**config.mk**
```make
export PLATFORM = sky130hd
export DESIGN_NAME = gnpe_queue
export DESIGN_NICKNAME = d
export VERILOG_FILES = /design/src/rtl/gnpe_pkg.sv /design/src/rtl/gnpe_queue.sv
export SDC_FILE = /design/constraint.sdc
export NUM_CORES = 1
export LEC_CHECK = 0
export ABC_CLOCK_PERIOD_IN_PS = 3600
export BUFFER_PORTS_ARGS = -buffer_cell sky130_fd_sc_hd__buf_2
export CAP_MARGIN = 5
export CORE_MARGIN = 2
export CORE_UTILIZATION = 40
export CTS_CLUSTER_SIZE = 24
export DETAILED_ROUTE_END_ITERATION = 8
export GPL_TIMING_DRIVEN = 0
export PLACE_DENSITY = 0.66
export SYNTH_ARGS = -nofsm -noshare
export SYNTH_HDL_FRONTEND = slang
export SYNTH_SLANG_ARGS = --single-unit
export TNS_END_PERCENT = 1
```
**constraint.sdc**
```tcl
create_clock -name clk -period 3.6 [get_ports clk]
set_clock_uncertainty 0.15 [all_clocks]
set_input_delay 0.72 -clock clk [delete_from_list [all_inputs] [get_ports clk]]
set_output_delay 0.72 -clock clk [all_outputs]
set_load 0.01 [all_outputs]
```
**src/rtl/gnpe_pkg.sv**
```systemverilog
`timescale 1ns / 1ps
package gnpe_pkg;

  localparam int CELLS_X_DEF = 16;
  localparam int CELLS_Y_DEF = 16;
  localparam int MAX_SPLIT   = 255;
  localparam int Q_DEPTH     = 4;

  localparam logic OP_LOAD = 1'b0;
  localparam logic OP_EVAL = 1'b1;

  localparam logic REG_SAMPLES = 1'b0;
  localparam logic REG_STEP    = 1'b1;

  localparam logic [7:0]  SAMPLES_RST = 8'd2;
  localparam logic [15:0] STEP_RST    = 16'd21845;

  typedef struct packed {
    logic               operation;
    logic [4:0]         cell_x;
    logic [4:0]         cell_y;
    logic [7:0]         sub_x;
    logic [7:0]         sub_y;
    logic signed [15:0] grad_x;
    logic signed [15:0] grad_y;
  } gnpe_in_t;

  typedef struct packed {
    logic signed [15:0] noise_value;
    logic               out_of_range;
  } gnpe_out_t;

  // one classified item between front and back
  typedef struct packed {
    logic               wr;
    logic               ev;
    logic               oor;
    logic [4:0]         cell_x;
    logic [4:0]         cell_y;
    logic [15:0]        t_x;
    logic [15:0]        t_y;
    logic signed [15:0] grad_x;
    logic signed [15:0] grad_y;
  } gnpe_task_t;

endpackage

```
**src/rtl/gnpe_queue.sv**
```systemverilog
`timescale 1ns / 1ps
module gnpe_queue import gnpe_pkg::*; (
  input  logic       clk,
  input  logic       rst_n,
  input  logic       push_valid,
  input  gnpe_task_t push_data,
  output logic       full,
  output logic       head_valid,
  output gnpe_task_t head_data,
  input  logic       pop
);

  localparam int PW = (Q_DEPTH > 1) ? $clog2(Q_DEPTH) : 1;
  localparam int CW = $clog2(Q_DEPTH + 1);

  gnpe_task_t     slot_r [Q_DEPTH];
  logic [PW-1:0]  wptr_r;
  logic [PW-1:0]  rptr_r;
  logic [CW-1:0]  count_r;
  logic           push;

  assign full       = (count_r == CW'(Q_DEPTH));
  assign head_valid = (count_r != '0);
  assign head_data  = slot_r[rptr_r];
  assign push       = push_valid && !full;

  always_ff @(posedge clk) begin
    if (!rst_n) begin
      wptr_r  <= '0;
      rptr_r  <= '0;
      count_r <= '0;
    end else begin
      if (push) begin
        wptr_r <= (wptr_r == PW'(Q_DEPTH - 1)) ? '0 : wptr_r + 1'b1;
      end
      if (pop) begin
        rptr_r <= (rptr_r == PW'(Q_DEPTH - 1)) ? '0 : rptr_r + 1'b1;
      end
      if (push && !pop) begin
        count_r <= count_r + 1'b1;
      end else if (pop && !push) begin
        count_r <= count_r - 1'b1;
      end
    end
  end

  always_ff @(posedge clk) begin
    if (push) begin
      slot_r[wptr_r] <= push_data;
    end
  end

  a_count_bound: assert property (@(posedge clk) disable iff (!rst_n)
    count_r <= CW'(Q_DEPTH)) else $error("queue count past depth");

  a_count_up: assert property (@(posedge clk) disable iff (!rst_n)
    push && !pop |=> count_r == $past(count_r) + 1'b1) else $error("queue count lost a push");

  a_pop_nonempty: assert property (@(posedge clk) disable iff (!rst_n)
    pop |-> head_valid) else $error("pop from empty queue");

endmodule

```
Word-level counts from Yosys, hierarchy flattened
Memory sizes are Yosys's and may differ from the RTL's. A register that Yosys moved wholly into a read port is not among the register bits.
Cells that the tools add are included.
{"block": "op_classes", "addsub": 4, "n_eq_ne": 3, "muxes": 8, "n_reduce_logical": 8}
{"op": "2-to-1 mux 2 bit", "count": 4}
{"op": "2-to-1 mux 3 bit", "count": 2}
{"op": "adder 2 x 1 -> 2 bit, second input constant", "count": 2}
{"op": "== test 2 bit, second input constant", "count": 2}
{"op": "adder 3 x 1 -> 3 bit, second input constant", "count": 1}
{"op": "== test 3 bit, second input constant", "count": 1}
{"op": "logical AND 1 bit", "count": 3}
{"op": "zero test 1 bit", "count": 3}
{"op": "nonzero test 3 bit", "count": 1}
{"op": "subtractor 3 x 1 -> 3 bit, second input constant", "count": 1}
{"op": "2-to-1 mux 1 bit", "count": 2}
{"op": "nonzero test 2 bit", "count": 1}
{"block": "totals", "regBits": 7, "mem_bits_rw": 308, "inputBits": 81, "out_inout_bits": 79, "elab_cells": 27, "memories": 1}
{"name": "slot_r", "words": 4, "width": 77, "read_ports": 1, "rd_ports_with_merged_regs": 1, "wr": 1, "line": "gnpe_queue.sv:16", "rtl": "gnpe_task_t slot_r [Q_DEPTH];"}

Depth between registers and ports, before layout
Gate-level depths: netlist of run 1.
{"block": "logic_depth", "depth_word": 7, "depth_mapped": 9, "mapped_depth_nobuf": 8}

Least setup slack after synthesis of run 1
No wires, ideal clock.
{"block": "synth_path", "path_type": "input to register", "start": "in push_valid", "end": "mem slot_r[1][0] (netlist name) (enable)", "arrival_time_ns": 2.900, "required_time_ns": 3.006, "path_slack_ns": 0.106, "stages": 3, "path_cell_list": "nor2b_1 clkbuf_1 and2_1"}
{"block": "synth_between", "elab_chain_cells": 3}
{"element": "start, declared", "line": "gnpe_queue.sv:5", "rtl": "input logic push_valid,"}
{"element": "logical AND 1 bit", "line": "gnpe_queue.sv:25", "rtl": "assign push = push_valid && !full;"}
{"element": "via push", "line": "gnpe_queue.sv:20", "rtl": "logic push;"}
{"element": "2-to-1 mux 1 bit", "line": "gnpe_queue.sv:48", "rtl": "if (push) begin"}
{"element": "2-to-1 mux 1 bit (implied by the code)", "line": "gnpe_queue.sv:49", "rtl": "slot_r[wptr_r] <= push_data;"}
{"element": "end, declared", "line": "gnpe_queue.sv:16"}
The timed path passes the listed nets, and every way through them passes these cells.

==> flow_summary.ini, run 1 <==
[outcome]
status = completed

[worst_setup_path]
critPathKind = reg -> out
crit_arrival_ns = 2.15
reg2reg_from = count_r[0]
crit_chain = buf_2, buf_2, buf_2, mux4_2, buf_2
critPathTopFamily = buffers and inverters
worstSetupEndpointType = primary output
crit_top_cell = buf_2
startpoint_type = flop
critPathMaxFanout = 10
cp_slowest_cell = mux4_2
critPathBufInv = 4
cp.required_ns = 2.73
cpPeakStageDelay_ns = 0.37

[timing]
drv_slew = 0
setup_violations = 0
worstMarginPinSlew_ns = 0.667
finalCriticalPeriod_ns = 3.02
whs_ns = 0.234
rsz0062_at_grt = false
hold_viol = 0
fin_crit_sh_pct = 84.0
max_slew_margin_pct = 55.5
max_freq_ghz = 0.331

[global_route]
gr-total-overflow = 0
antenna_found_initial = 2
grt_max_degree = 44
grt_pass1_vias = 5734
grt_pass1_wl_um = 32100
grt_usage_pct = 13.8

[synthesis]
yosysMostFrequentCell = edfxtp_1
yosys_warnings = 0
seq_area_frac_synth_pct = 81.1
synthSimpleGateAreaFrac_pct = 0.861
post_synth_mux_area_share_pct = 15.3
synthArstFlopShare_pct = 0
synth_top_family_by_area = multiplexers
synth_fa_ha_area_share_pct = 0.818
synth_area_um2 = 11600
synth-compound-area-share_pct = 0.172
synth_top_area_share_pct = 79.6
syn_nets = 540
synth_common_cells = edfxtp_1, mux4_2, dfxtp_1
ys_top_cells_by_area = edfxtp_1, mux4_2, dfxtp_1
synth_cells = 452
synth_area_per_cell_um2 = 25.7
yosys.area.top_type = edfxtp_1
synth_cell_types = 24
synth_xor_area_share_pct = 0.151
synth_ff_type = edfxtp_1
synth-edff-count = 308
synth_seq_cells = 317

[placed_design]
gp_congestion = 0.693
dp_hpwl_um = 13400
numPortBuffers = 158

[power_and_ir_drop]
net-switching-power_uw = 1930
power.density_nw_per_um2 = 607
p_comb_share_pct = 13.0
pwr-share-seq_pct = 53.7
p_leak_uw = 0.00466
vdd_drop_max_v = 0.000411
swShare_pct = 22.9
total_power_uw = 8430
intPower_uw = 6500
clock_power_share_pct = 33.3

[cts]
clk_pin_slew_ns = 0.06
h-tree-depth = 1
clock_latency_ns = 0.55
post_cts_buffers = 0
post_cts_resized = 0
hold_buffers = 0
cts-root-buf = clkbuf_16
clk_path_buf_depth = 3
cts_made_buffers = 31
cts_tree = yes
clkSinkCount = 317

[drt]
via_count = 5242
dr.pass1.iters = 4
route.detailed.drc = 0
drtIter0Drc = 285
final_antenna_net_count = 0
wirelength_um = 21100
routed_via_density = 4.98
post_drt_wl_per_cell_um = 20.1

[cells_and_area]
multiInputGateArea_um2 = 2020
regArea_um2 = 9430
drive_above_1_share_pct = 44.4
fin_util_pct = 48.5
areaGrowthSynthToFinish_pct = 19.6
n_fill_cell = 2311
final_nets = 735

[run]
drv_cap = 0

[die]
die_w_um = 174
ios = 160
placementRows = 62
die_h_um = 174
initial_core_util_pct = 40.6
core_um2 = 28600
die_area_um2 = 30400

[min_path]
min_from = push_data[41]
hold_class = in -> reg
## logic make-up after synthesis
| kind of cell | after synthesis |
|---|---|
| AND/OR/NAND/NOR | 18 |
| adder cells (fa/ha/maj) | 7 |
| buffers and inverters | 24 |
| AO/OA/AOI/OAI | 3 |
| flip-flops | 317 |
| multiplexers | 81 |
| XOR/XNOR | 2 |
## registers in the layout, summed over array words and instances (netlist names), named ones only
register,cells
wptr_r,2
rptr_r,2
slot_r,308
count_r,3
## metrics by stage
stage                     cell area [µm²]  worst slack, ns  cells  setup TNS (ns)
after floorplan                     11600            0.106    452               0
after global routing                13900            0.426   1051               0
after global placement              12900            -1.41    994         -428.88
after CTS                           13900            0.471   1051               0
final                               13900            0.577   1052               0
after detailed placement            13000            0.703    998               0
## cells in the final DEF, fill, tap and decap left out, types with 5 or more instances in the layout
| cell type | Yosys | final |
|---|---|---|
| clkbuf_1 | 6 | 14 |
| clkinv_1 | 0 | 6 |
| buf_2 | 5 | 163 |
| ha_1 | 6 | 6 |
| dfxtp_1 | 9 | 9 |
| clkinv_2 | 0 | 5 |
| clkbuf_16 | 0 | 31 |
| edfxtp_1 | 308 | 308 |
| mux4_2 | 77 | 77 |
## power by group through the flow
stage | Sequential (µW) | Combinational [µW] | Clock, µW
6_report | 4530 | 1090 | 2810
5_1_grt | 4550 | 1190 | 3030
4_1_cts | 4530 | 1130 | 2890
3_5_place_dp | 4610 | 1130 | 0
3_3_place_gp | 4630 | 1040 | 0
2_1_floorplan | 4600 | 645 | 0
## path summary, 6_finish.rpt
| check | endpoint | slack, ns | cells after the start |
|---|---|---|---|
| min reg2reg | wptr_r[1] | 0.38 | 2 |
| max | head_data[41] | 0.58 | 5 |
| min | slot_r[2][41] | 0.23 | 1 |
| max reg2reg | count_r[2] | 0.98 | 9 |
## cell type report
class	count	area share (%)
Clock buffer	39	5.80
Timing Repair Buffer	162	6.48
Clock inverter	14	0.522
Sequential cell	317	67.9
Buffer	20	1.22
Tap cell	384	3.46
Inverter	4	0.108
Antenna cell	1	0.0180
Multi-Input combinational cell	111	14.5
## metal layers
layer	vias up	GRT usage [%]	routed length (µm)
li1	2312	-	-
met1	2728	17.3	8560
met2	162	24.1	10800
met3	36	3.11	1330
met4	4	3.82	396
met5	-	0	27
(Power assumes the default switching activity.)
==> run 2, diff against run 1 <==
Settings changed: ABC_CLOCK_PERIOD_IN_PS 3600 to 2700.
Clock period 3.6 ns to 2.7 ns, I/O delays scaled along.
==> run 2 against run 1 <==
Effect of this change:
- utilization up 1.5 points
- sequential cell count unchanged
- critical path depth unchanged
==> flow_summary.ini, run 2 (synthesized netlist as in run 1, its figures left out) <==
[power_and_ir_drop]
vdd_drop_max_v = 0.000661
net-switching-power_uw = 2700
pwr-share-seq_pct = 49.7
intPower_uw = 9440
p_comb_share_pct = 12.9
clock_power_share_pct = 37.5
total_power_uw = 12100
power.density_nw_per_um2 = 848
swShare_pct = 22.3
p_leak_uw = 0.00486

[worst_setup_path]
critPathBufInv = 4
critPathMaxFanout = 10
worstRegToRegCells = 9
crit_cells = 5
crit_arrival_ns = 1.99
cp.required_ns = 2.01
crit_chain = buf_6, buf_12, buf_12, mux4_2, buf_6
worstSetupEndpointType = primary output
cpPeakStageDelay_ns = 0.54
critPathKind = reg -> out
startpoint_type = flop
cp_slowest_cell = mux4_2
critPathTopFamily = buffers and inverters

[cells_and_area]
top_regs = slot_r (308), count_r (3)
final_common_cell = edfxtp_1
fin_util_pct = 50.0
drive_above_1_share_pct = 47.1
largest-register = slot_r
most-common-layout-cells = edfxtp_1, buf_2, mux4_2
final_nets = 741
areaGrowthSynthToFinish_pct = 23.3
largest_reg_flops = 308

[timing]
setup_violations = 0
finalCriticalPeriod_ns = 2.68
worstMarginPinSlew_ns = 0.605
max_freq_ghz = 0.373
hold_viol = 0
rsz0062_at_grt = true
setup_ws_ns = 0.0190
fin_crit_sh_pct = 99.3
max_slew_margin_pct = 59.7
drv_slew = 0
whs_ns = 0.0501

[global_route]
gr-total-overflow = 0
grt_pass1_vias = 5876
grt_pass1_wl_um = 32300
grt_max_degree = 44
grt_usage_pct = 13.8
antenna_found_initial = 3

[die]
core_um2 = 28600
initial_core_util_pct = 40.6
die_area_um2 = 30400
die_w_um = 174
die_h_um = 174
placementRows = 62
ios = 160

[cts]
hold_buffers = 0
clkSinkCount = 317
cts-root-buf = clkbuf_16
cts_made_buffers = 31
clk_pin_slew_ns = 0.06
h-tree-depth = 1
clk_path_buf_depth = 3
cts_tree = yes
clock_latency_ns = 0.55

[drt]
post_drt_wl_per_cell_um = 19.7
wirelength_um = 21000
drtIter0Drc = 304
route.detailed.drc = 0
via_count = 5265
final_antenna_net_count = 0
dr.pass1.iters = 4
routed_via_density = 4.95

[run]
drv_cap = 0

[min_path]
min_path_cells = 1
hold_class = in -> reg

[outcome]
status = completed

[placed_design]
dp_hpwl_um = 13000
numPortBuffers = 158
gp_congestion = 0.698
dp_slack_ns = -0.0341
[run 2: cell types whose count changed in the layout (fill, tap and decap cells not counted), moves of 2 or more]
| cell | change |
|---|---|
| buf_6 | +24 |
| bufinv_16 | +7 |
| clkinv_4 | +2 |
| buf_2 | -27 |
| clkbuf_1 | -10 |
| clkbuf_2 | +5 |
| buf_4 | +9 |
[run 2: path summary, 6_finish.rpt]
check / startpoint / to / slack (ns)
min: push_data[14] / slot_r[3][14] / 0.05
max reg2reg: count_r[0] / count_r[2] / 0.24
max: flop / head_data[36] / 0.02
min reg2reg: wptr_r[1] / wptr_r[1] / 0.36
[run 2: final cells by class]
class / count / area (µm²)
antenna: 2 / 5.00
buffer: 20 / 189
clock buffer: 34 / 787
clock inverter: 24 / 309
fill: 2289 / 14300
inverter: 4 / 15.0
multi-input combinational: 111 / 2020
sequential: 317 / 9430
tap: 384 / 480
timing repair buffer: 168 / 1090
[run 2: timing repair]
item / CTS / global route
gates resized for setup: 23 / 12
endpoints found under the setup margin: 70 / 67
setup buffers: 0 / 6
pin swaps: 0 / 0
[run 2: through the flow]
stage | setup TNS [ns] | area [µm²] | std cells
floorplan | -141.72 | 11600 | 452
global placement | -519.83 | 12900 | 994
detailed placement | -0.0341 | 13000 | 998
CTS | -1.47 | 14200 | 1056
global route | -1.81 | 14300 | 1063
finish | 0 | 14300 | 1064
[run 2: layer usage]
metal | global-route usage [%] | share of wire (%)
met5 | 0 | 0.062
met2 | 25.0 | 53
met4 | 3.71 | 2.0
met3 | 3.67 | 6.0
met1 | 16.3 | 39
[run 2: power by group through the flow]
| stage | clock network [µW] | logic (µW) | registers, µW |
|---|---|---|---|
| 2_1_floorplan | 0 | 860 | 6120 |
| 3_3_place_gp | 0 | 1390 | 6160 |
| 3_5_place_dp | 0 | 1490 | 6140 |
| 4_1_cts | 4670 | 1560 | 6040 |
| 5_1_grt | 4860 | 1700 | 6070 |
| 6_report | 4550 | 1560 | 6030 |
[run 2: worst register-to-register path, delay by kind of cell, from the launching register on]
kind | cells | cell delay, ns
compound gates | 1 | 0.21
fa+ha+maj | 2 | 0.60
flops | 1 | 0.41
buf+inv | 2 | 0.27
xor+xnor | 1 | 0.18
simple gates | 3 | 0.55
