## src/rtl/gnpe_pkg.sv

```systemverilog
`timescale 1ns / 1ps
package gnpe_pkg;

  localparam int CELLS_X_DEF = 16;
  localparam int CELLS_Y_DEF = 16;
  localparam int MAX_SPLIT   = 255;
  localparam int Q_DEPTH     = 4;

  localparam logic OP_LOAD = 1'b0;
  localparam logic OP_EVAL = 1'b1;

  localparam logic REG_SAMPLES = 1'b0;
  localparam logic REG_STEP    = 1'b1;

  localparam logic [7:0]  SAMPLES_RST = 8'd2;
  localparam logic [15:0] STEP_RST    = 16'd21845;

  typedef struct packed {
    logic               operation;
    logic [4:0]         cell_x;
    logic [4:0]         cell_y;
    logic [7:0]         sub_x;
    logic [7:0]         sub_y;
    logic signed [15:0] grad_x;
    logic signed [15:0] grad_y;
  } gnpe_in_t;

  typedef struct packed {
    logic signed [15:0] noise_value;
    logic               out_of_range;
  } gnpe_out_t;

  // one classified item between front and back
  typedef struct packed {
    logic               wr;
    logic               ev;
    logic               oor;
    logic [4:0]         cell_x;
    logic [4:0]         cell_y;
    logic [15:0]        t_x;
    logic [15:0]        t_y;
    logic signed [15:0] grad_x;
    logic signed [15:0] grad_y;
  } gnpe_task_t;

endpackage

```

## src/rtl/gnpe_front.sv

```systemverilog
`timescale 1ns / 1ps
module gnpe_front import gnpe_pkg::*; #(
  parameter int CELLS_X = CELLS_X_DEF,
  parameter int CELLS_Y = CELLS_Y_DEF
) (
  input  logic       clk,
  input  logic       rst_n,
  input  logic       in_valid,
  input  gnpe_in_t   in_data,
  input  logic       cfg_valid,
  output logic       cfg_ready,
  input  logic       cfg_index,
  input  logic [15:0] cfg_data,
  output logic       task_valid,
  output gnpe_task_t task_data
);

  logic [7:0]  samples_r;
  logic [15:0] step_r;
  logic [7:0]  split;
  logic [24:0] frac_x;
  logic [24:0] frac_y;

  assign cfg_ready = 1'b1;

  always_ff @(posedge clk) begin
    if (!rst_n) begin
      samples_r <= SAMPLES_RST;
      step_r    <= STEP_RST;
    end else if (cfg_valid) begin
      case (cfg_index)
        REG_SAMPLES: samples_r <= cfg_data[7:0];
        REG_STEP:    step_r    <= cfg_data;
        default:     step_r    <= step_r;
      endcase
    end
  end

  always_comb begin
    split  = (samples_r < 8'(MAX_SPLIT)) ? samples_r : 8'(MAX_SPLIT);
    frac_x = 25'(({1'b0, in_data.sub_x} + 9'd1) * step_r);
    frac_y = 25'(({1'b0, in_data.sub_y} + 9'd1) * step_r);

    task_valid       = in_valid;
    task_data.ev     = (in_data.operation == OP_EVAL);
    task_data.wr     = (in_data.operation == OP_LOAD) &&
                       (int'(in_data.cell_x) <= CELLS_X) &&
                       (int'(in_data.cell_y) <= CELLS_Y);
    task_data.oor    = (int'(in_data.cell_x) >= CELLS_X) ||
                       (int'(in_data.cell_y) >= CELLS_Y) ||
                       (in_data.sub_x >= split) || (in_data.sub_y >= split);
    task_data.cell_x = in_data.cell_x;
    task_data.cell_y = in_data.cell_y;
    // fraction saturates just below one
    task_data.t_x    = (|frac_x[24:16]) ? 16'hFFFF : frac_x[15:0];
    task_data.t_y    = (|frac_y[24:16]) ? 16'hFFFF : frac_y[15:0];
    task_data.grad_x = in_data.grad_x;
    task_data.grad_y = in_data.grad_y;
  end

endmodule

```

## config.mk

```make
export PLATFORM = sky130hd
export DESIGN_NAME = gnpe_front
export DESIGN_NICKNAME = d
export VERILOG_FILES = /design/src/rtl/gnpe_pkg.sv /design/src/rtl/gnpe_front.sv
export SDC_FILE = /design/constraint.sdc
export NUM_CORES = 1
export LEC_CHECK = 0
export BUFFER_PORTS_ARGS = -buffer_cell sky130_fd_sc_hd__buf_2
export CAP_MARGIN = 20
export CORE_ASPECT_RATIO = 0.7
export CORE_MARGIN = 4
export CORE_UTILIZATION = 37
export CTS_CLUSTER_DIAMETER = 100
export DETAILED_ROUTE_END_ITERATION = 8
export SYNTH_ARGS = -nofsm -noshare
export SYNTH_HDL_FRONTEND = slang
export SYNTH_SLANG_ARGS = --single-unit
```

## constraint.sdc

```tcl
create_clock -name clk -period 14.9 [get_ports clk]
set_clock_uncertainty 0.05 [all_clocks]
set_input_delay 1.49 -clock clk [delete_from_list [all_inputs] [get_ports clk]]
set_output_delay 1.49 -clock clk [all_outputs]
set_load 0.01 [all_outputs]
```

## Word-level counts from Yosys, hierarchy flattened

Index checks and enable logic that the tools add are counted.
W data, S select, Z words.

| word-level totals | value |
|---|---|
| register bits after elaboration | 24 |
| latch bits | 0 |
| RAM bits | 0 |
| bits in read-only memories | 0 |
| bits of input ports | 80 |
| output and inout port bits | 79 |
| word-level logic and storage cells | 27 |
| memories | 0 |

| cells by class | value |
|---|---|
| add/subtract/negate cells | 2 |
| multipliers | 2 |
| divide/modulo/power cells | 0 |
| order comparisons | 7 |
| equality and inequality tests | 0 |
| shift-type cells | 0 |
| multiplexer cells | 3 |
| bitwise gates (word level) | 2 |
| reductions and logical operators | 9 |

Operator list:

| cell | number |
|---|---|
| $mul A9 B16 Y25 | 2 |
| $mux W16 | 2 |
| $add A8 B1 Y9 const B | 2 |
| $reduce_or A9 Y1 | 2 |
| $ge A8 B8 Y1 | 2 |
| $ge A5 B5 Y1 const B | 2 |
| $le A5 B5 Y1 const B | 2 |
| $lt A8 B8 Y1 const B | 1 |
| $mux W8 | 1 |
| $reduce_and A2 Y1 | 2 |
| $logic_or A1 B1 Y1 | 3 |
| $logic_and A1 B1 Y1 | 2 |
| $not A1 Y1 | 2 |

## Logic depth before layout (Yosys ltp)

Gate-level depths: netlist of run 1.

| depth | value |
|---|---|
| word-level depth | 5 |
| gate-level depth with buffers | 25 |
| depth with buffers taken out | 22 |

## Least setup slack after synthesis of run 1

OpenSTA, ideal clock, no wires.

| path | value |
|---|---|
| path kind | input -> output |
| start point | input port in_data[32] in the netlist's numbering |
| end point | output port task_data[37] in the netlist's numbering |
| arrival | 6.839 ns |
| data required time | 13.360 ns |
| slack | 6.521 ns |
| stages | 24 |
| path buffers | 3 |
| path through | ha_1 > nand3_1 > nor2_1 > xor2_1 > clkbuf_1 > nand2_1 > fa_1 > fa_1 > inv_1 > fa_1 > inv_1 > fa_1 > inv_1 > ha_1 > and2_4 > a221oi_1 > a21oi_1 > or2_4 > or3_2 > a21oi_1 > and4b_1 > buf_6 > buf_12 > nand3_1 |

RTL lines:

| what | line | text |
|---|---|---|
| from (decl) | gnpe_front.sv:9 | `input gnpe_in_t in_data,` |
| to (decl) | gnpe_front.sv:15 | `output gnpe_task_t task_data` |

==> flow_summary.json, run 1 <==
{
  "status": "finished clean",
  "ys_ff_latch": 24,
  "p_comb_share_pct": 91.4,
  "crit_chain": "buf_2 > and3_1 > nand3_1 > nor2_1 > xor2_1 > nand2_1 > fa_1 > fa_1 > inv_1 > fa_1 > inv_1 > fa_1 > inv_1 > ha_1 > and2_4 > a221oi_1 > a21oi_1 > or2_4 > or3_2 > a21oi_1 > and4b_1 > o211ai_1 > buf_2",
  "seq_power_share_pct": 5.0,
  "ios": 159,
  "max-cap-violations": 0,
  "core_area_sq_um": 30000,
  "post_cts_buffers": 0,
  "syn_to_final_growth_pct": 4.63,
  "cts-root-buf": "clkbuf_16",
  "synthesis.instances": 1389,
  "hold_path_depth": 2,
  "avgSynthCellArea_sq_um": 8.11,
  "rsz0062_at_grt": "false",
  "path_class": "primary input to output pin",
  "num-fill-cells": 3091,
  "p_sw_uw": 925,
  "finalCriticalPeriod_ns": 9.78,
  "synth_cell_types": 63,
  "synth_edf_count": 0,
  "cp-start-kind": "primary input",
  "fp.dieArea_sq_um": 33300,
  "powerDensity_nw_per_um2": 140,
  "netlist.area_leader.share_pct": 35.2,
  "grt_max_degree": 25,
  "initial_core_util_pct": 37.5,
  "drt_iter0_markers": 568,
  "synth_area_leaders": "fa_1 35%, ha_1 12%, inv_1 8.3%, nand2_1 7.3%, and2_1 7.0%",
  "crit_top_cell": "fa_1",
  "gp_congestion": 0.891,
  "seq_area_frac_synth_pct": 4.27,
  "switching_share_pct": 56.1,
  "yosys_warnings": 0,
  "ir_drop_uv": 88.9,
  "slowest_stage": "xor2_1",
  "cts_resized": 0,
  "antenna_found_initial": 1,
  "overflow": 0,
  "fmax_ghz": 0.102,
  "power.leakage_uw": 0.00584,
  "synthArstFlopShare_pct": 0,
  "place.detailed.hpwl_mm": 22.6,
  "vias": 9033,
  "p_clk_share_pct": 3.6,
  "htreeDepth": 1,
  "cts.path.max_buffers": 2,
  "synthFlopType": "dfxtp_1",
  "grt_pass1_vias": 8963,
  "synth_commonest_cells": "249 x inv_1, 219 x nand2_1, 198 x fa_1",
  "worst_setup_path_end_kind": "output pin",
  "min_period_over_period_pct": 65.6,
  "tns_ns": 0,
  "track_usage_pct": 16.6,
  "cp_top_family": "adder cells",
  "slew_violations": 0,
  "p_int_uw": 725,
  "worstPathArrival_ns": 8.24,
  "drtAntennaViolNets": 0,
  "placedCellCount": 1792,
  "cp_max_fo": 16,
  "clkTransAtPathRegs_ns": 0.06,
  "synthesis.area_sq_um": 11300,
  "max_slew.worst_pin.slew_ns": 1.08,
  "synth_top_area_cell": "fa_1",
  "routed_wl_mm": 27.1,
  "setup_viol": 0,
  "cts_sinks": 24,
  "hold_buffers": 0,
  "slew_headroom_pct": 27.6,
  "io_buffers": 91,
  "die_h_um": 154,
  "numCtsBuffers": 3,
  "drc": 0,
  "clk_latency_ns": 0.26,
  "fin_nets": 1772,
  "stdcell_count": 1796,
  "drive_above_1_share_pct": 8.60,
  "cp_data_required_time_ns": 13.36,
  "r2r_cells": 2,
  "syn_nets": 1775,
  "grt_pass1_wl_mm": 46.1,
  "diodes": 0,
  "hp-class": "flop to flop",
  "finalHoldViolCount": 0,
  "dr.pass1.iters": 5,
  "avgRoutedWirePerCell_um": 15.1,
  "crit_cells": 23,
  "cts_tree": "done",
  "synth.most_common_cell": "inv_1",
  "slowest_delay_ns": 0.86,
  "vias_per_cell": 5.03,
  "die_x_um": 217,
  "path_buf_inv": 5,
  "rows": 53
}
==> cells in the final DEF, fill, tap and decap left out, types with 5 or more instances in the layout <==
cell and n:
inv_1 249, nand2_1 219, fa_1 198, and2_1 126, ha_1 108, buf_2 91
a21oi_1 49, nor2b_1 36, nand3_1 34, o21ai_0 34, dfxtp_1 24, xor2_1 20
xnor2_1 20, a21o_1 19, nand2b_1 17, nor2_1 15, a21boi_0 15, buf_4 13
o211ai_1 10, and3_1 8, nor3_1 6, nand4_1 5
==> worst min-delay path: cells and delay by family (launching register included) <==
kind,cells,cell delay (ns)
flip-flops,1,0.31
AO/OA/AOI/OAI,1,0.06
AND/OR/NAND/NOR,1,0.05
==> flip-flops by register name, indices dropped and copies added (netlist names) <==
name,count
samples_r,8
step_r,16
==> stage by stage <==
step | total power (uW) | util [%] | setup WS [ns] | area [sq um] | hold WS [ns]
2_1_floorplan | 1270 | - | 6.52 | 11300 | 0.392
3_3_place_gp | 1570 | 39.0 | 5.23 | 11700 | 0.400
3_5_place_dp | 1580 | 39.0 | 4.98 | 11700 | 0.406
4_1_cts | 1650 | 39.2 | 4.97 | 11800 | 0.415
5_1_grt | 1860 | 39.2 | 4.59 | 11800 | 0.450
6_report | 1650 | 39.2 | 5.12 | 11800 | 0.416
==> area by class of cell <==
cell class | instances | area (sq um) | share of cell area (%)
tap | 412 | 515 | 4.37
multi-input combinational | 1004 | 9230 | 78.3
clock buffer | 3 | 75.1 | 0.637
timing repair buffer | 104 | 553 | 4.69
sequential | 24 | 480 | 4.08
inverter | 249 | 935 | 7.93
==> routing by layer <==
metal	part of all wire (%)	vias up	wire [um]	global-route usage (%)
li1	-	4239	-	-
met1	52	4535	14100	26.8
met2	41	253	11100	24.0
met3	7.0	6	1890	2.94
met4	0.22	0	61	0.609
met5	0	-	0	0
==> cell families after synthesis <==
| family | share of synthesized area, % |
|---|---|
| DFF | 4.27 |
| and+or+nand+nor | 21.6 |
| other | 0.0333 |
| buffers and inverters | 13.8 |
| xor gates and xnor gates | 3.11 |
| AOI/OAI and AO/OA | 9.94 |
| adders and majority gates | 47.2 |
| muxes | 0.0889 |
==> power groups by stage <==
stage          Combinational, uW  Clock (uW)  Sequential [uW]
3_3_place_gp                1480           0             84.2
2_1_floorplan               1200           0             70.6
6_report                    1510        59.6             83.1
5_1_grt                     1710        62.2             84.6
4_1_cts                     1510        59.9             83.0
3_5_place_dp                1500           0             84.4
==> worst paths after layout <==
kind                 from             to  slack, ns
max reg2reg     step_r[0]      step_r[0]      13.44
min          samples_r[6]   samples_r[6]       0.42
max           in_data[32]  task_data[42]       5.12
min reg2reg  samples_r[6]   samples_r[6]       0.42
(Power assumes the default switching activity.)
==> run 2: changes to the inputs <==
- clock period: 14.9 -> 10.1 ns (I/O delays scaled with it)
==> flow_summary.json, run 2 (synthesis gave the netlist of run 1 again) <==
{
  "p_int_uw": 1080,
  "clk_latency_ns": 0.26,
  "diodes": 0,
  "drt_iter0_markers": 569,
  "cp_data_required_time_ns": 9.04,
  "gp_congestion": 0.853,
  "stdcell_count": 1798,
  "overflow": 0,
  "slowest_delay_ns": 0.59,
  "ir_drop_uv": 132,
  "vias": 8965,
  "fp.dieArea_sq_um": 33300,
  "pre_cts_ws_ns": 1.64,
  "switching_share_pct": 56.1,
  "max-cap-violations": 0,
  "io_buffers": 91,
  "layout_common_cells": "249 x inv_1, 219 x nand2_1, 198 x fa_1, 126 x and2_1, 108 x ha_1",
  "avgRoutedWirePerCell_um": 15.4,
  "grt_pass1_wl_mm": 46.7,
  "worstPathArrival_ns": 7.42,
  "fmax_ghz": 0.118,
  "powerDensity_nw_per_um2": 208,
  "final_util_pct": 39.3,
  "grt_pass1_vias": 9019,
  "drive_above_1_share_pct": 8.73,
  "slew_headroom_pct": 43.0,
  "die_x_um": 217,
  "p_comb_share_pct": 91.1,
  "initial_core_util_pct": 37.5,
  "slowest_stage": "nor3_1",
  "post_cts_buffers": 0,
  "rows": 53,
  "final_cell_area_sq_um": 11800,
  "syn_to_final_growth_pct": 4.82,
  "p_clk_share_pct": 3.9,
  "cp_max_fo": 16,
  "setup_viol": 0,
  "worst_setup_path_end_kind": "output pin",
  "final_common_cell": "inv_1",
  "cts_resized": 0,
  "cts-root-buf": "clkbuf_16",
  "place_area_sq_um": 11700,
  "slew_violations": 0,
  "antenna_found_initial": 0,
  "seq_power_share_pct": 5.0,
  "top_register": "step_r",
  "crit_chain": "buf_2 > ha_1 > nand3_1 > nor2_1 > and3_1 > nand2_1 > fa_1 > fa_1 > fa_1 > fa_1 > inv_1 > ha_1 > a21oi_1 > o21ai_0 > o31ai_1 > and2_0 > a211oi_1 > o211ai_1 > nor3_1 > nand3_1 > buf_2",
  "finalHoldViolCount": 0,
  "ios": 159,
  "p_sw_uw": 1380,
  "htreeDepth": 1,
  "dr.pass1.iters": 5,
  "setup_ws_ns": 1.62,
  "vias_per_cell": 4.99,
  "drtAntennaViolNets": 0,
  "drc": 0,
  "track_usage_pct": 16.8,
  "cts_tree": "done",
  "largest_reg_flops": 16,
  "place.detailed.hpwl_mm": 22.9,
  "rsz0062_at_grt": "false",
  "power.leakage_uw": 0.00585,
  "clkTransAtPathRegs_ns": 0.06,
  "status": "finished clean",
  "die_h_um": 154,
  "hp-class": "flop to flop",
  "finalCriticalPeriod_ns": 8.48,
  "tns_ns": 0,
  "cts_sinks": 24,
  "max_slew.worst_pin.slew_ns": 0.853,
  "core_area_sq_um": 30000,
  "path_class": "primary input to output pin",
  "routed_wl_mm": 27.6,
  "cp-start-kind": "primary input",
  "grt_max_degree": 25,
  "crit_top_cell": "fa_1",
  "reg_top3": "step_r x16, samples_r x8",
  "placedCellCount": 1794,
  "cts.path.max_buffers": 2,
  "numCtsBuffers": 3,
  "fin_nets": 1773,
  "hold_buffers": 0,
  "min_period_over_period_pct": 83.9
}
[run 2: cell types whose count changed in the layout (fill, tap and decap cells not counted), sizes merged]
| cell | change |
|---|---|
| clkbuf | +1 |
| buf | +1 |
[run 2: final timing paths]
check	cells after the start	slack [ns]	endpoint	startpoint
worst min register to register	2	0.41	samples_r[3]	samples_r[3]
worst max register to register	2	8.62	step_r[0]	step_r[0]
worst min-delay path	2	0.41	samples_r[3]	samples_r[3]
worst max-delay path	21	1.62	task_data[53]	in_data[40]
[run 2: metal layers]
layer  track usage (%)  part of all wire (%)  vias up
li1                  -                     -     4236
met1              27.1                    52     4457
met2              25.0                    42      262
met3              2.17                   6.1       10
met4             0.761                  0.33        0
met5                 0                     0        -
[run 2: critical path, delay by kind of cell]
family	cells	cell delay, ns
AO/OA/AOI/OAI	5	1.22
AND/OR/NAND/NOR	7	1.96
buffers and inverters	3	0.45
adder cells (fa/ha/maj)	6	2.75
[run 2: through the flow]
step	hold slack [ns]	power (uW)
after floorplan	0.392	1880
after global routing	0.450	2790
after CTS	0.415	2470
final	0.413	2460
after detailed placement	0.406	2360
after global placement	0.400	2330
[run 2: area by class of cell]
cell class	instances	area, sq um
multi-input combinational	1004	9230
sequential	24	480
timing repair buffer	105	561
tap	412	515
clock buffer	4	88.8
fill	3060	18200
inverter	249	935
[run 2: power by group through the flow]
stage,clock network (uW),registers (uW),logic [uW]
after detailed placement,0,125,2230
after global placement,0,125,2200
after CTS,97.0,123,2250
after floorplan,0,104,1780
after global routing,102,125,2560
final,96.0,124,2240
==> run 3: changes to the inputs <==
- clock period: 10.1 -> 8.34 ns (I/O delays scaled with it)
==> flow_summary.json, run 3 (synthesis gave the netlist of run 1 again) <==
{
  "initial_core_util_pct": 37.5,
  "post_cts_buffers": 0,
  "largest_reg_flops": 16,
  "slew_headroom_pct": 28.6,
  "final_common_cell": "inv_1",
  "cts-root-buf": "clkbuf_16",
  "dr.pass1.iters": 5,
  "rows": 53,
  "setup_viol": 0,
  "grt_pass1_wl_mm": 46.9,
  "die_x_um": 217,
  "numCtsBuffers": 3,
  "fmax_ghz": 0.126,
  "cp_top_family": "adder cells",
  "pre_cts_ws_ns": 0.447,
  "cp_data_required_time_ns": 7.46,
  "worst_setup_path_end_kind": "output pin",
  "min_period_over_period_pct": 95.2,
  "cts_tree": "done",
  "clk_latency_ns": 0.26,
  "ios": 159,
  "track_usage_pct": 16.8,
  "finalHoldViolCount": 0,
  "crit_top_cell": "fa_1",
  "clkTransAtPathRegs_ns": 0.06,
  "drtAntennaViolNets": 0,
  "finalCriticalPeriod_ns": 7.94,
  "grt_max_degree": 25,
  "setup_ws_ns": 0.404,
  "num-fill-cells": 3072,
  "ir_drop_uv": 170,
  "vias_per_cell": 5.04,
  "cts.path.max_buffers": 2,
  "slowest_delay_ns": 0.84,
  "hp-class": "flop to flop",
  "io_buffers": 91,
  "cts_sinks": 24,
  "cp-start-kind": "primary input",
  "crit_chain": "buf_2 > ha_1 > nand3_1 > xnor2_1 > and2_1 > fa_1 > fa_1 > fa_1 > inv_1 > fa_1 > inv_1 > ha_1 > a2111oi_2 > o21ai_1 > and2_4 > a221o_1 > xor2_1 > a2111oi_2 > and4b_1 > buf_12 > o211ai_1 > buf_2",
  "fp.dieArea_sq_um": 33300,
  "power.leakage_uw": 0.00591,
  "vias": 9127,
  "antenna_found_initial": 1,
  "routed_wl_mm": 27.4,
  "overflow": 0,
  "reg_top3": "step_r x16, samples_r x8",
  "top_register": "step_r",
  "fin_nets": 1787,
  "path_class": "primary input to output pin",
  "max_slew.worst_pin.slew_ns": 1.06,
  "rsz0062_at_grt": "false",
  "layout_common_cells": "249 x inv_1, 219 x nand2_1, 198 x fa_1, 126 x and2_1, 108 x ha_1",
  "final_util_pct": 39.6,
  "diodes": 0,
  "holdWs_ns": 0.412,
  "drt_iter0_markers": 558,
  "cts_resized": 0,
  "avgRoutedWirePerCell_um": 15.1,
  "core_area_sq_um": 30000,
  "worstPathArrival_ns": 7.05,
  "path_buf_inv": 5,
  "powerDensity_nw_per_um2": 250,
  "slowest_stage": "xnor2_1",
  "place.detailed.hpwl_mm": 23.0,
  "slew_violations": 0,
  "cp_max_fo": 16,
  "place_area_sq_um": 11800,
  "status": "finished clean",
  "drive_above_1_share_pct": 9.58,
  "syn_to_final_growth_pct": 5.74,
  "grt_pass1_vias": 9054,
  "final_cell_area_sq_um": 11900,
  "drc": 0,
  "die_h_um": 154,
  "hold_buffers": 0,
  "gp_congestion": 0.914,
  "max-cap-violations": 0,
  "htreeDepth": 1,
  "tns_ns": 0
}
-- run 3: worst paths after layout --
check                             startpoint             to  slack, ns  cells past startpoint
worst max register to register     step_r[0]      step_r[0]       6.82                      2
worst min-delay path            samples_r[3]   samples_r[3]       0.41                      2
worst min register to register  samples_r[3]   samples_r[3]       0.41                      2
worst max-delay path             in_data[33]  task_data[32]       0.40                     22
-- run 3: cell type report --
cell class / instances / area [sq um] / area share, %
clock buffer: 3 / 75.1 / 0.630
inverter: 249 / 935 / 7.85
multi-input combinational: 1004 / 9230 / 77.5
sequential: 24 / 480 / 4.03
tap: 412 / 515 / 4.33
timing repair buffer: 119 / 678 / 5.69
-- run 3: tightest hold or removal path: stages, from the launching register on --
cell	delay [ns]
dfxtp_1	0.31
nand2_1	0.05
a21boi_0	0.06
-- run 3: stage by stage --
stage | instances | power, uW
6_report | 1811 | 2980
5_1_grt | 1811 | 3380
4_1_cts | 1810 | 3000
3_5_place_dp | 1807 | 2880
3_3_place_gp | 1807 | 2870
2_1_floorplan | 1389 | 2280
-- run 3: where the power goes --
part | internal (uW) | switching (uW)
Combinational | 1140 | 1590
Sequential | 121 | 27.4
Clock | 63.4 | 39.5
-- run 3: routing by layer --
metal / global-route usage [%] / vias up / share of wire (%) / routed length, um
li1: - / 4277 / - / -
met1: 27.9 / 4561 / 52 / 14300
met2: 24.2 / 275 / 40 / 11100
met3: 2.05 / 12 / 7.0 / 1910
met4: 0.944 / 2 / 0.42 / 114
met5: 0 / - / 0.047 / 13
